<file path="config.mk">
export PLATFORM = sky130hd
export DESIGN_NAME = round_robin_active_queue_scheduler
export DESIGN_NICKNAME = d
export VERILOG_FILES = /design/src/hdl/rraqs_pkg.sv /design/src/hdl/round_robin_active_queue_scheduler.sv /design/src/hdl/rraqs_ctrl.sv /design/src/hdl/rraqs_dpath.sv
export SDC_FILE = /design/constraint.sdc
export NUM_CORES = 2
export LEC_CHECK = 0
export BUFFER_PORTS_ARGS = -buffer_cell sky130_fd_sc_hd__buf_2
export CAP_MARGIN = 5
export CORE_UTILIZATION = 40
export CTS_CLUSTER_SIZE = 8
export DETAILED_ROUTE_END_ITERATION = 7
export PLACE_DENSITY_LB_ADDON = 0.2
export SYNTH_ARGS = -nofsm -noshare
export SYNTH_HDL_FRONTEND = slang
export SYNTH_MEMORY_MAX_BITS = 65536
export SYNTH_SLANG_ARGS = --single-unit
</file>
<file path="constraint.sdc">
create_clock -name clk -period 7.35 [get_ports clk]
set_input_delay 0.3675 -clock clk [delete_from_list [all_inputs] [get_ports clk]]
set_output_delay 0.3675 -clock clk [all_outputs]
set_load 0.005 [all_outputs]
</file>
<file path="src/hdl/rraqs_pkg.sv">
package rraqs_pkg;

  // Item kinds carried in the kind field of an input word.
  localparam logic KIND_PUSH  = 1'b0;
  localparam logic KIND_SERVE = 1'b1;

  // Widths fixed by the channel definition.
  localparam int QIDX_BITS = 3;
  localparam int WORD_BITS = 32;

  typedef struct packed {
    logic                 kind;
    logic [QIDX_BITS-1:0] queue_index;
    logic [WORD_BITS-1:0] demand_word;
  } in_word_t;

  typedef struct packed {
    logic                 push_refused;
    logic                 served_valid;
    logic [QIDX_BITS-1:0] served_queue;
    logic [WORD_BITS-1:0] served_demand;
    logic                 others_pending;
  } out_word_t;

  typedef enum logic [1:0] {
    ST_IDLE,
    ST_EXEC,
    ST_FINISH
  } state_t;

  // Commands from the controller to the datapath.
  typedef struct packed {
    logic capture;
    logic execute;
    logic load_out;
  } dp_cmd_t;

  // Status from the datapath to the controller.
  typedef struct packed {
    logic out_blocked;
  } dp_status_t;

endpackage

</file>
<file path="src/hdl/round_robin_active_queue_scheduler.sv">
// Round-robin scheduler over a set of FIFO subqueues of demand words.
// Input channel (in_valid, in_stall, in_word): each word is either a push,
// which appends demand_word to subqueue queue_index, or a serve, which takes
// the oldest demand from the subqueue at the head of the active list.
// Result channel (out_valid, out_stall, out_word): exactly one result word is
// produced for every input word, in order.
// The word is captured in the item register when accepted, executed
// (bookkeeping plus demand-store access) in the EXEC state and loaded into
// the result register in the FINISH state. A new word is accepted only
// after the previous result has been loaded; the pace is set by the
// controller's three-state sequence around the demand store and its
// registered read.
// A stall on the result side holds the pending result in the output
// register; one further word may be accepted and executed meanwhile, and
// it then waits in the result stage until the output register frees.
// Reset (rst_n low, synchronous) empties every subqueue and the active list
// at once; the demand store and active list contents need no clearing.
module round_robin_active_queue_scheduler #(
  parameter int NUM_QUEUES  = 8,
  parameter int QUEUE_DEPTH = 16,
  parameter int DEMAND_BITS = 32
) (
  input  logic                 clk,
  input  logic                 rst_n,
  input  logic                 in_valid,
  output logic                 in_stall,
  input  rraqs_pkg::in_word_t  in_word,
  output logic                 out_valid,
  input  logic                 out_stall,
  output rraqs_pkg::out_word_t out_word
);

  // Controller and datapath talk only through these two bundles.
  rraqs_pkg::dp_cmd_t    cmd;
  rraqs_pkg::dp_status_t status;
  rraqs_pkg::state_t     state;

  rraqs_ctrl u_ctrl (
    .clk      (clk),
    .rst_n    (rst_n),
    .in_valid (in_valid),
    .in_stall (in_stall),
    .status   (status),
    .cmd      (cmd),
    .state    (state)
  );

  rraqs_dpath #(
    .NUM_QUEUES  (NUM_QUEUES),
    .QUEUE_DEPTH (QUEUE_DEPTH),
    .DEMAND_BITS (DEMAND_BITS)
  ) u_dpath (
    .clk       (clk),
    .rst_n     (rst_n),
    .cmd       (cmd),
    .status    (status),
    .in_word   (in_word),
    .out_valid (out_valid),
    .out_stall (out_stall),
    .out_word  (out_word)
  );

  // A result is never loaded over one that is still being held.
  assert property (@(posedge clk) disable iff (!rst_n)
    cmd.load_out |-> !(out_valid && out_stall))
    else $error("result loaded over a stalled word");

  // Once a word is taken, the input side is busy in the following cycle.
  assert property (@(posedge clk) disable iff (!rst_n)
    (in_valid && !in_stall) |=> (in_stall && state == rraqs_pkg::ST_EXEC))
    else $error("input accepted without entering execute");

  // A result word never reports both a served demand and a refused push.
  assert property (@(posedge clk) disable iff (!rst_n)
    out_valid |-> !(out_word.served_valid && out_word.push_refused))
    else $error("result word flags both serve and refusal");

  // A fresh result appears only straight after the load step.
  assert property (@(posedge clk) disable iff (!rst_n)
    $rose(out_valid) |-> $past(state == rraqs_pkg::ST_FINISH))
    else $error("result raised outside the load step");

endmodule

</file>
<file path="src/hdl/rraqs_ctrl.sv">
module rraqs_ctrl (
  input  logic                 clk,
  input  logic                 rst_n,
  input  logic                 in_valid,
  output logic                 in_stall,
  input  rraqs_pkg::dp_status_t status,
  output rraqs_pkg::dp_cmd_t   cmd,
  output rraqs_pkg::state_t    state
);

  rraqs_pkg::state_t state_r;
  rraqs_pkg::state_t state_nxt;

  always_ff @(posedge clk) begin
    if (!rst_n) begin
      state_r <= rraqs_pkg::ST_IDLE;
    end else begin
      state_r <= state_nxt;
    end
  end

  always_comb begin
    state_nxt    = state_r;
    cmd.capture  = 1'b0;
    cmd.execute  = 1'b0;
    cmd.load_out = 1'b0;
    in_stall     = 1'b1;
    case (state_r)
      rraqs_pkg::ST_IDLE: begin
        in_stall = 1'b0;
        if (in_valid) begin
          cmd.capture = 1'b1;
          state_nxt   = rraqs_pkg::ST_EXEC;
        end
      end
      rraqs_pkg::ST_EXEC: begin
        cmd.execute = 1'b1;
        state_nxt   = rraqs_pkg::ST_FINISH;
      end
      rraqs_pkg::ST_FINISH: begin
        // Wait here until the output register can take the result.
        if (!status.out_blocked) begin
          cmd.load_out = 1'b1;
          state_nxt    = rraqs_pkg::ST_IDLE;
        end
      end
      default: begin
        state_nxt = rraqs_pkg::ST_IDLE;
      end
    endcase
  end

  assign state = state_r;

endmodule

</file>
<file path="src/hdl/rraqs_dpath.sv">
module rraqs_dpath #(
  parameter int NUM_QUEUES  = 8,
  parameter int QUEUE_DEPTH = 16,
  parameter int DEMAND_BITS = 32
) (
  input  logic                  clk,
  input  logic                  rst_n,
  input  rraqs_pkg::dp_cmd_t    cmd,
  output rraqs_pkg::dp_status_t status,
  input  rraqs_pkg::in_word_t   in_word,
  output logic                  out_valid,
  input  logic                  out_stall,
  output rraqs_pkg::out_word_t  out_word
);

  localparam int QW = $clog2(NUM_QUEUES);
  localparam int CW = $clog2(NUM_QUEUES + 1);
  localparam int PW = $clog2(QUEUE_DEPTH);
  localparam int FW = $clog2(QUEUE_DEPTH + 1);
  localparam int AW = $clog2(NUM_QUEUES * QUEUE_DEPTH);
  localparam int MEM_WORDS = NUM_QUEUES * QUEUE_DEPTH;

  // Captured item.
  rraqs_pkg::in_word_t item_r;

  // Active list.
  logic [QW-1:0] ring_r [NUM_QUEUES];
  logic [QW-1:0] head_r, head_nxt;
  logic [CW-1:0] count_r, count_nxt;

  // Per-subqueue bookkeeping.
  logic [FW-1:0] fill_r [NUM_QUEUES];
  logic [PW-1:0] rptr_r [NUM_QUEUES];

  // Demand store.
  logic [DEMAND_BITS-1:0] mem_r [MEM_WORDS];
  logic [DEMAND_BITS-1:0] rd_data_r;

  // Result of the execute step, waiting for the output register.
  logic                          res_refused_r;
  logic                          res_valid_r;
  logic [rraqs_pkg::QIDX_BITS-1:0] res_queue_r;
  logic                          res_pending_r;

  rraqs_pkg::out_word_t out_word_r, out_word_nxt;
  logic                 out_valid_r, out_valid_nxt;

  logic          is_push;
  logic          push_q_ok;
  logic [QW-1:0] sel_q;
  logic [FW-1:0] cur_fill;
  logic [PW-1:0] cur_rp;
  logic          push_ok;
  logic          serve_any;
  logic          serve_ok;
  logic [PW:0]   pos_sum;
  logic [PW-1:0] wr_pos;
  logic [PW-1:0] rp_inc;
  logic [QW:0]   tail_sum;
  logic [QW-1:0] tail;
  logic [QW-1:0] head_inc;
  logic          append_push;
  logic          append_serve;
  logic [AW-1:0] base_addr;
  logic [AW-1:0] wr_addr;
  logic [AW-1:0] rd_addr;

  always_comb begin
    is_push   = (item_r.kind == rraqs_pkg::KIND_PUSH);
    push_q_ok = (32'(item_r.queue_index) < NUM_QUEUES);
    sel_q     = is_push ? QW'(item_r.queue_index) : ring_r[head_r];
    cur_fill  = fill_r[sel_q];
    cur_rp    = rptr_r[sel_q];

    push_ok   = is_push && push_q_ok && (cur_fill != FW'(QUEUE_DEPTH));
    serve_any = !is_push && (count_r != '0);
    serve_ok  = serve_any && (cur_fill != '0);

    // Write slot: read pointer plus fill, wrapped once.
    pos_sum = (PW+1)'(cur_rp) + (PW+1)'(cur_fill);
    if (pos_sum >= (PW+1)'(QUEUE_DEPTH)) begin
      wr_pos = PW'(pos_sum - (PW+1)'(QUEUE_DEPTH));
    end else begin
      wr_pos = PW'(pos_sum);
    end
    rp_inc = (cur_rp == PW'(QUEUE_DEPTH - 1)) ? '0 : cur_rp + PW'(1);

    // Tail slot of the active list, the same for push and for a re-linked serve.
    tail_sum = (QW+1)'(head_r) + (QW+1)'(count_r);
    if (tail_sum >= (QW+1)'(NUM_QUEUES)) begin
      tail = QW'(tail_sum - (QW+1)'(NUM_QUEUES));
    end else begin
      tail = QW'(tail_sum);
    end
    head_inc = (head_r == QW'(NUM_QUEUES - 1)) ? '0 : head_r + QW'(1);

    append_push  = push_ok && (cur_fill == '0) && (count_r < CW'(NUM_QUEUES));
    append_serve = serve_ok && (cur_fill > FW'(1));

    head_nxt  = head_r;
    count_nxt = count_r;
    if (push_ok) begin
      count_nxt = count_r + CW'(append_push);
    end else if (serve_any) begin
      head_nxt  = head_inc;
      count_nxt = count_r - CW'(1) + CW'(append_serve);
    end

    base_addr = AW'(sel_q * QUEUE_DEPTH);
    wr_addr   = base_addr + AW'(wr_pos);
    rd_addr   = base_addr + AW'(cur_rp);
  end

  always_ff @(posedge clk) begin
    if (cmd.capture) begin
      item_r <= in_word;
    end
  end

  always_ff @(posedge clk) begin
    if (!rst_n) begin
      head_r  <= '0;
      count_r <= '0;
    end else if (cmd.execute) begin
      head_r  <= head_nxt;
      count_r <= count_nxt;
    end
  end

  always_ff @(posedge clk) begin
    if (cmd.execute && (append_push || append_serve)) begin
      ring_r[tail] <= sel_q;
    end
  end

  always_ff @(posedge clk) begin
    if (!rst_n) begin
      for (int i = 0; i < NUM_QUEUES; i++) begin
        fill_r[i] <= '0;
        rptr_r[i] <= '0;
      end
    end else if (cmd.execute) begin
      if (push_ok) begin
        fill_r[sel_q] <= cur_fill + FW'(1);
      end else if (serve_ok) begin
        fill_r[sel_q] <= cur_fill - FW'(1);
        rptr_r[sel_q] <= rp_inc;
      end
    end
  end

  always_ff @(posedge clk) begin
    if (cmd.execute && push_ok) begin
      mem_r[wr_addr] <= DEMAND_BITS'(item_r.demand_word);
    end
    if (cmd.execute) begin
      rd_data_r <= mem_r[rd_addr];
    end
  end

  always_ff @(posedge clk) begin
    if (cmd.execute) begin
      res_refused_r <= is_push && !push_ok;
      res_valid_r   <= serve_ok;
      res_queue_r   <= serve_ok ? rraqs_pkg::QIDX_BITS'(sel_q) : '0;
      res_pending_r <= (count_nxt != '0);
    end
  end

  always_comb begin
    out_word_nxt = out_word_r;
    if (cmd.load_out) begin
      out_word_nxt.push_refused   = res_refused_r;
      out_word_nxt.served_valid   = res_valid_r;
      out_word_nxt.served_queue   = res_queue_r;
      out_word_nxt.served_demand  = res_valid_r ? rraqs_pkg::WORD_BITS'(rd_data_r) : '0;
      out_word_nxt.others_pending = res_pending_r;
    end
    if (cmd.load_out) begin
      out_valid_nxt = 1'b1;
    end else if (out_valid_r && !out_stall) begin
      out_valid_nxt = 1'b0;
    end else begin
      out_valid_nxt = out_valid_r;
    end
  end

  always_ff @(posedge clk) begin
    out_word_r <= out_word_nxt;
  end

  always_ff @(posedge clk) begin
    if (!rst_n) begin
      out_valid_r <= 1'b0;
    end else begin
      out_valid_r <= out_valid_nxt;
    end
  end

  assign status.out_blocked = out_valid_r && out_stall;
  assign out_valid          = out_valid_r;
  assign out_word           = out_word_r;

endmodule
</file>
==> run summary <==
The flow ran to the end, but the final reports show violations. The final reports fail on max-capacitance violations, max-slew violations. The post-CTS setup buffer count came out at 0. The clock network latency to the later pin of the worst-skew pair came out at 1.09 ns. The total die area came out at around 0.43 mm2. The library cells used most frequently in the layout, excluding fill and tap cells, are sky130_fd_sc_hd__edfxtp_1 (4304), sky130_fd_sc_hd__nand2_1 (2992), sky130_fd_sc_hd__nand3_1 (1094), sky130_fd_sc_hd__clkbuf_16 (616), sky130_fd_sc_hd__mux2i_1 (484). The worst slew slack as a fraction of its limit came out at -1.33%. The post-synthesis cell count came out at between 10000 and 15000.

The core utilization of the finished layout is a little under half. The cell row count is ~240. The clock drives ~4300 sinks. Dividing the detail-routed wire length by the instance count gives between 30 and 40 um. The total overflow left after global routing is 0. The number of standard cells in the layout, taps in and fillers out came out at 18314. Once the floorplan was initialized, standard cells occupied about two fifths of the core.

The via-per-instance ratio is 6.07. The largest net degree at the start of global routing is 161. After layout, the minimum clock period comes to around 7.2 ns. The CTS H-tree depth is 6. The number of hold-slack violations in the final timing report came to 0.

The startpoint kind of the worst setup timing path is a register. The number of nets still failing antenna checks after routing is 0. The total nets after synthesis is approximately 12000. Detailed routing inserted a total of approximately 110k vias. The final estimated routing congestion in global placement came out at around 0.94. The max-slew violation count came out at 2. The largest vdd supply drop is 0.233 mV. The upper clock frequency limit came out at around 140 MHz. The wire length of the first global-routing pass is roughly 860000 um. The cell total after placement is 17487. The number of max-cap violations is 1. The half-perimeter wire length after detailed placement is about 370000 um. The number of buffers added by the clock tree synthesis step is between 600 and 700. TritonCTS built the clock tree. The total global routing track utilization is approximately 29%. The number of flops mapped to enable cells by yosys is 4304. Counting flops and latches in the post-synthesis netlist gives about 4300. The setup path with the least slack is of type reg2reg. In the routed design, unresolved DRC markers number 0. The die height is approximately 650 um. In this run the clock root is driven by a sky130_fd_sc_hd__clkbuf_16.

The first detailed-routing pass took 6 iterations. The total power consumption of the routed design is roughly 0.060 W. The top cell type by area accounts for about three quarters of the synthesized area. The starting DRC count in detailed routing is around 18000.

From synthesis to final layout, the design area changed by 16.5%. Setup repair after global routing left no endpoint under its margin. The most common flop cell mapped by yosys is sky130_fd_sc_hd__edfxtp_1.

The slew of the pin with the lowest slew margin came out at roughly 1.5 ns. The via count of the first global-routing pass is between 100k and 150k. The fraction of registers with async set or reset after synthesis came out at 0%. The final hold slack came out at 0.0503 ns. The ratio of cells with drive above 1 in the final layout came out at around 13%.

Wires add up to roughly 630000 um. The most common cell after layout, fill and taps aside is sky130_fd_sc_hd__edfxtp_1. The average instance in the mapped netlist occupies 14.2 um2. The width of the chip came out at about 650 um. The maximum clock skew at final layout came out at 0.0428 ns. The final critical-path share of the clock period came out at 98.4%.

The leakage dissipation came out at 65.8 nW. The fraction of the yosys area taken by sequential cells came out at around 76%. Yosys attributes the largest share of cell area to sky130_fd_sc_hd__edfxtp_1 (76%), sky130_fd_sc_hd__nand2_1 (6.6%), sky130_fd_sc_hd__nand3_1 (3.2%). The total I/O pin count came out at 80. The cell area after synthesis is approximately 0.17 mm2. Of all nets on the critical path, the largest fanout is 54. The setup total negative slack is 0 ns. Summed over all instances, the cell type with the most area after synthesis is sky130_fd_sc_hd__edfxtp_1. The placeable core region came out at around 0.42 mm2. Yosys printed 0 warnings. The post-CTS clock slew at the launch and capture registers of the worst setup and hold paths came out at roughly 0.05 ns. The initial antenna violation count is 67.

The count of input and output buffers is approximately 80. The min-delay analysis places its worst path in the category in2reg. The number of nets in the final layout came out at between 10000 and 15000. For the worst setup path, the data required time is 8.13 ns.

The areal power density over the cells came out at 301 mW/mm2. STA classifies the critical path endpoint as a register. The number of buffers on the longest clock path is 4. The number of different library cells used by synthesis comes to between 90 and 100. The data arrival time of the worst path came out at between 8 and 9 ns. The final number of setup-violating endpoints is 0.
worst paths after layout:
| kind | start | to | slack, ns | cells past startpoint |
|---|---|---|---|---|
| worst max register to register | register | u_dpath.rd_data_r[8] | 0.12 | 17 |
| worst min-delay path | in_word[33] | u_dpath.item_r[33] | 0.05 | 2 |
| worst min register to register | u_dpath.res_queue_r[0] | u_dpath.out_word[33] | 0.42 | 0 |
| worst max-delay path | register | u_dpath.rd_data_r[8] | 0.12 | 17 |
layout make-up:
class,instances,area (um2)
clock inverters,57,818
fillers,36771,225000
well taps,5663,7090
clock buffers,635,15500
inverters,18,91.3
multi-input cells,6864,38600
repair buffers,692,6760
diodes,68,170
flip-flops and latches,4317,130000
stage by stage:
step / area, um2 / setup slack (ns)
floorplan: 170000 / 1.16
finish: 199000 / 0.119
CTS: 198000 / 0.0298
global placement: 181000 / -0.982
global route: 199000 / 0.0460
detailed placement: 181000 / 0.0608
routing by layer:
layer	vias up	part of all wire [%]	GRT usage [%]
met5	-	0.018	0
met4	18	5.5	13.7
met3	1183	11	6.83
met2	6952	44	43.2
met1	56764	39	39.0
li1	46227	-	-
critical path, cell delays in order, from the launching register on:
cell	delay [ns]
sky130_fd_sc_hd__dfxtp_1	0.75
sky130_fd_sc_hd__mux2_2	0.43
sky130_fd_sc_hd__o221a_2	0.32
sky130_fd_sc_hd__a21boi_4	0.15
sky130_fd_sc_hd__buf_4	0.26
sky130_fd_sc_hd__inv_2	0.30
sky130_fd_sc_hd__a211oi_1	0.36
sky130_fd_sc_hd__o2111a_4	0.48
sky130_fd_sc_hd__inv_8	0.21
sky130_fd_sc_hd__buf_12	0.29
sky130_fd_sc_hd__buf_12	0.25
sky130_fd_sc_hd__buf_4	0.35
sky130_fd_sc_hd__nand2_1	0.16
sky130_fd_sc_hd__a21oi_1	0.07
sky130_fd_sc_hd__o21ai_0	0.54
sky130_fd_sc_hd__nand4_1	0.56
sky130_fd_sc_hd__nor3_1	1.07
sky130_fd_sc_hd__o211ai_1	0.16
sequential cells by signal, indices dropped and copies added (netlist names), named ones only:
signal,cells
u_dpath.mem_r,4096
u_dpath.head_r,3
u_dpath.count_r,4
u_dpath.fill_r,40
u_dpath.out_word,38
u_dpath.res_valid_r,1
u_dpath.rptr_r,32
u_dpath.out_valid,1
u_dpath.res_refused_r,1
u_dpath.res_queue_r,3
u_dpath.rd_data_r,32
u_ctrl.state,2
u_dpath.res_pending_r,1
u_dpath.item_r,36
u_dpath.ring_r,24
what timing repair did:
action / CTS / global route
resized for setup: 0 / 0
hold buffers: 66 / 0
endpoints found under the hold margin: 62 / 0
kinds of logic (layout without fill, tap and decap cells):
logic type      Yosys count  count (layout)  share of synthesized area, %
flops                  4317            4317                          76.0
fa+ha+maj                16              16                         0.126
xor+xnor                 16              16                        0.0866
buf+inv                 796            1402                          2.19
mux                     542             542                          3.43
compound gates         1482            1482                          6.23
simple gates           4808            4808                          12.0
other cells               0              68                             0
where the power goes:
part / total, W / internal, W / switching, W / leakage, nW
registers: 0.0274 / 0.0273 / 0.0000874 / 38.9
logic: 0.00726 / 0.00177 / 0.00550 / 18.9
clock network: 0.0251 / 0.0148 / 0.0103 / 7.99
cell usage after synthesis (12+ instances only):
cell and instances:
sky130_fd_sc_hd__and3_1 107, sky130_fd_sc_hd__dfxtp_1 13, sky130_fd_sc_hd__and2_1 39, sky130_fd_sc_hd__nand4_1 112
sky130_fd_sc_hd__a32o_1 19, sky130_fd_sc_hd__mux2_2 21, sky130_fd_sc_hd__clkbuf_1 260, sky130_fd_sc_hd__buf_4 54
sky130_fd_sc_hd__a22oi_1 95, sky130_fd_sc_hd__o22ai_1 45, sky130_fd_sc_hd__o211ai_1 21, sky130_fd_sc_hd__o31ai_1 33
sky130_fd_sc_hd__o221ai_1 15, sky130_fd_sc_hd__mux4_2 32, sky130_fd_sc_hd__a311oi_1 103, sky130_fd_sc_hd__o21ai_0 139
sky130_fd_sc_hd__a32oi_1 184, sky130_fd_sc_hd__a21oi_1 325, sky130_fd_sc_hd__a211oi_1 190, sky130_fd_sc_hd__a31oi_1 91
sky130_fd_sc_hd__buf_2 357, sky130_fd_sc_hd__nand3_1 1096, sky130_fd_sc_hd__buf_6 13, sky130_fd_sc_hd__nor2_1 307
sky130_fd_sc_hd__nor3_1 71, sky130_fd_sc_hd__nor4_1 25, sky130_fd_sc_hd__edfxtp_1 4304, sky130_fd_sc_hd__nand2_1 3001
sky130_fd_sc_hd__ha_1 14, sky130_fd_sc_hd__a2111oi_0 19, sky130_fd_sc_hd__a221oi_1 60, sky130_fd_sc_hd__a221o_1 12
sky130_fd_sc_hd__mux2i_1 488, sky130_fd_sc_hd__inv_1 12, sky130_fd_sc_hd__buf_1 94
(Power assumes the default switching activity.)
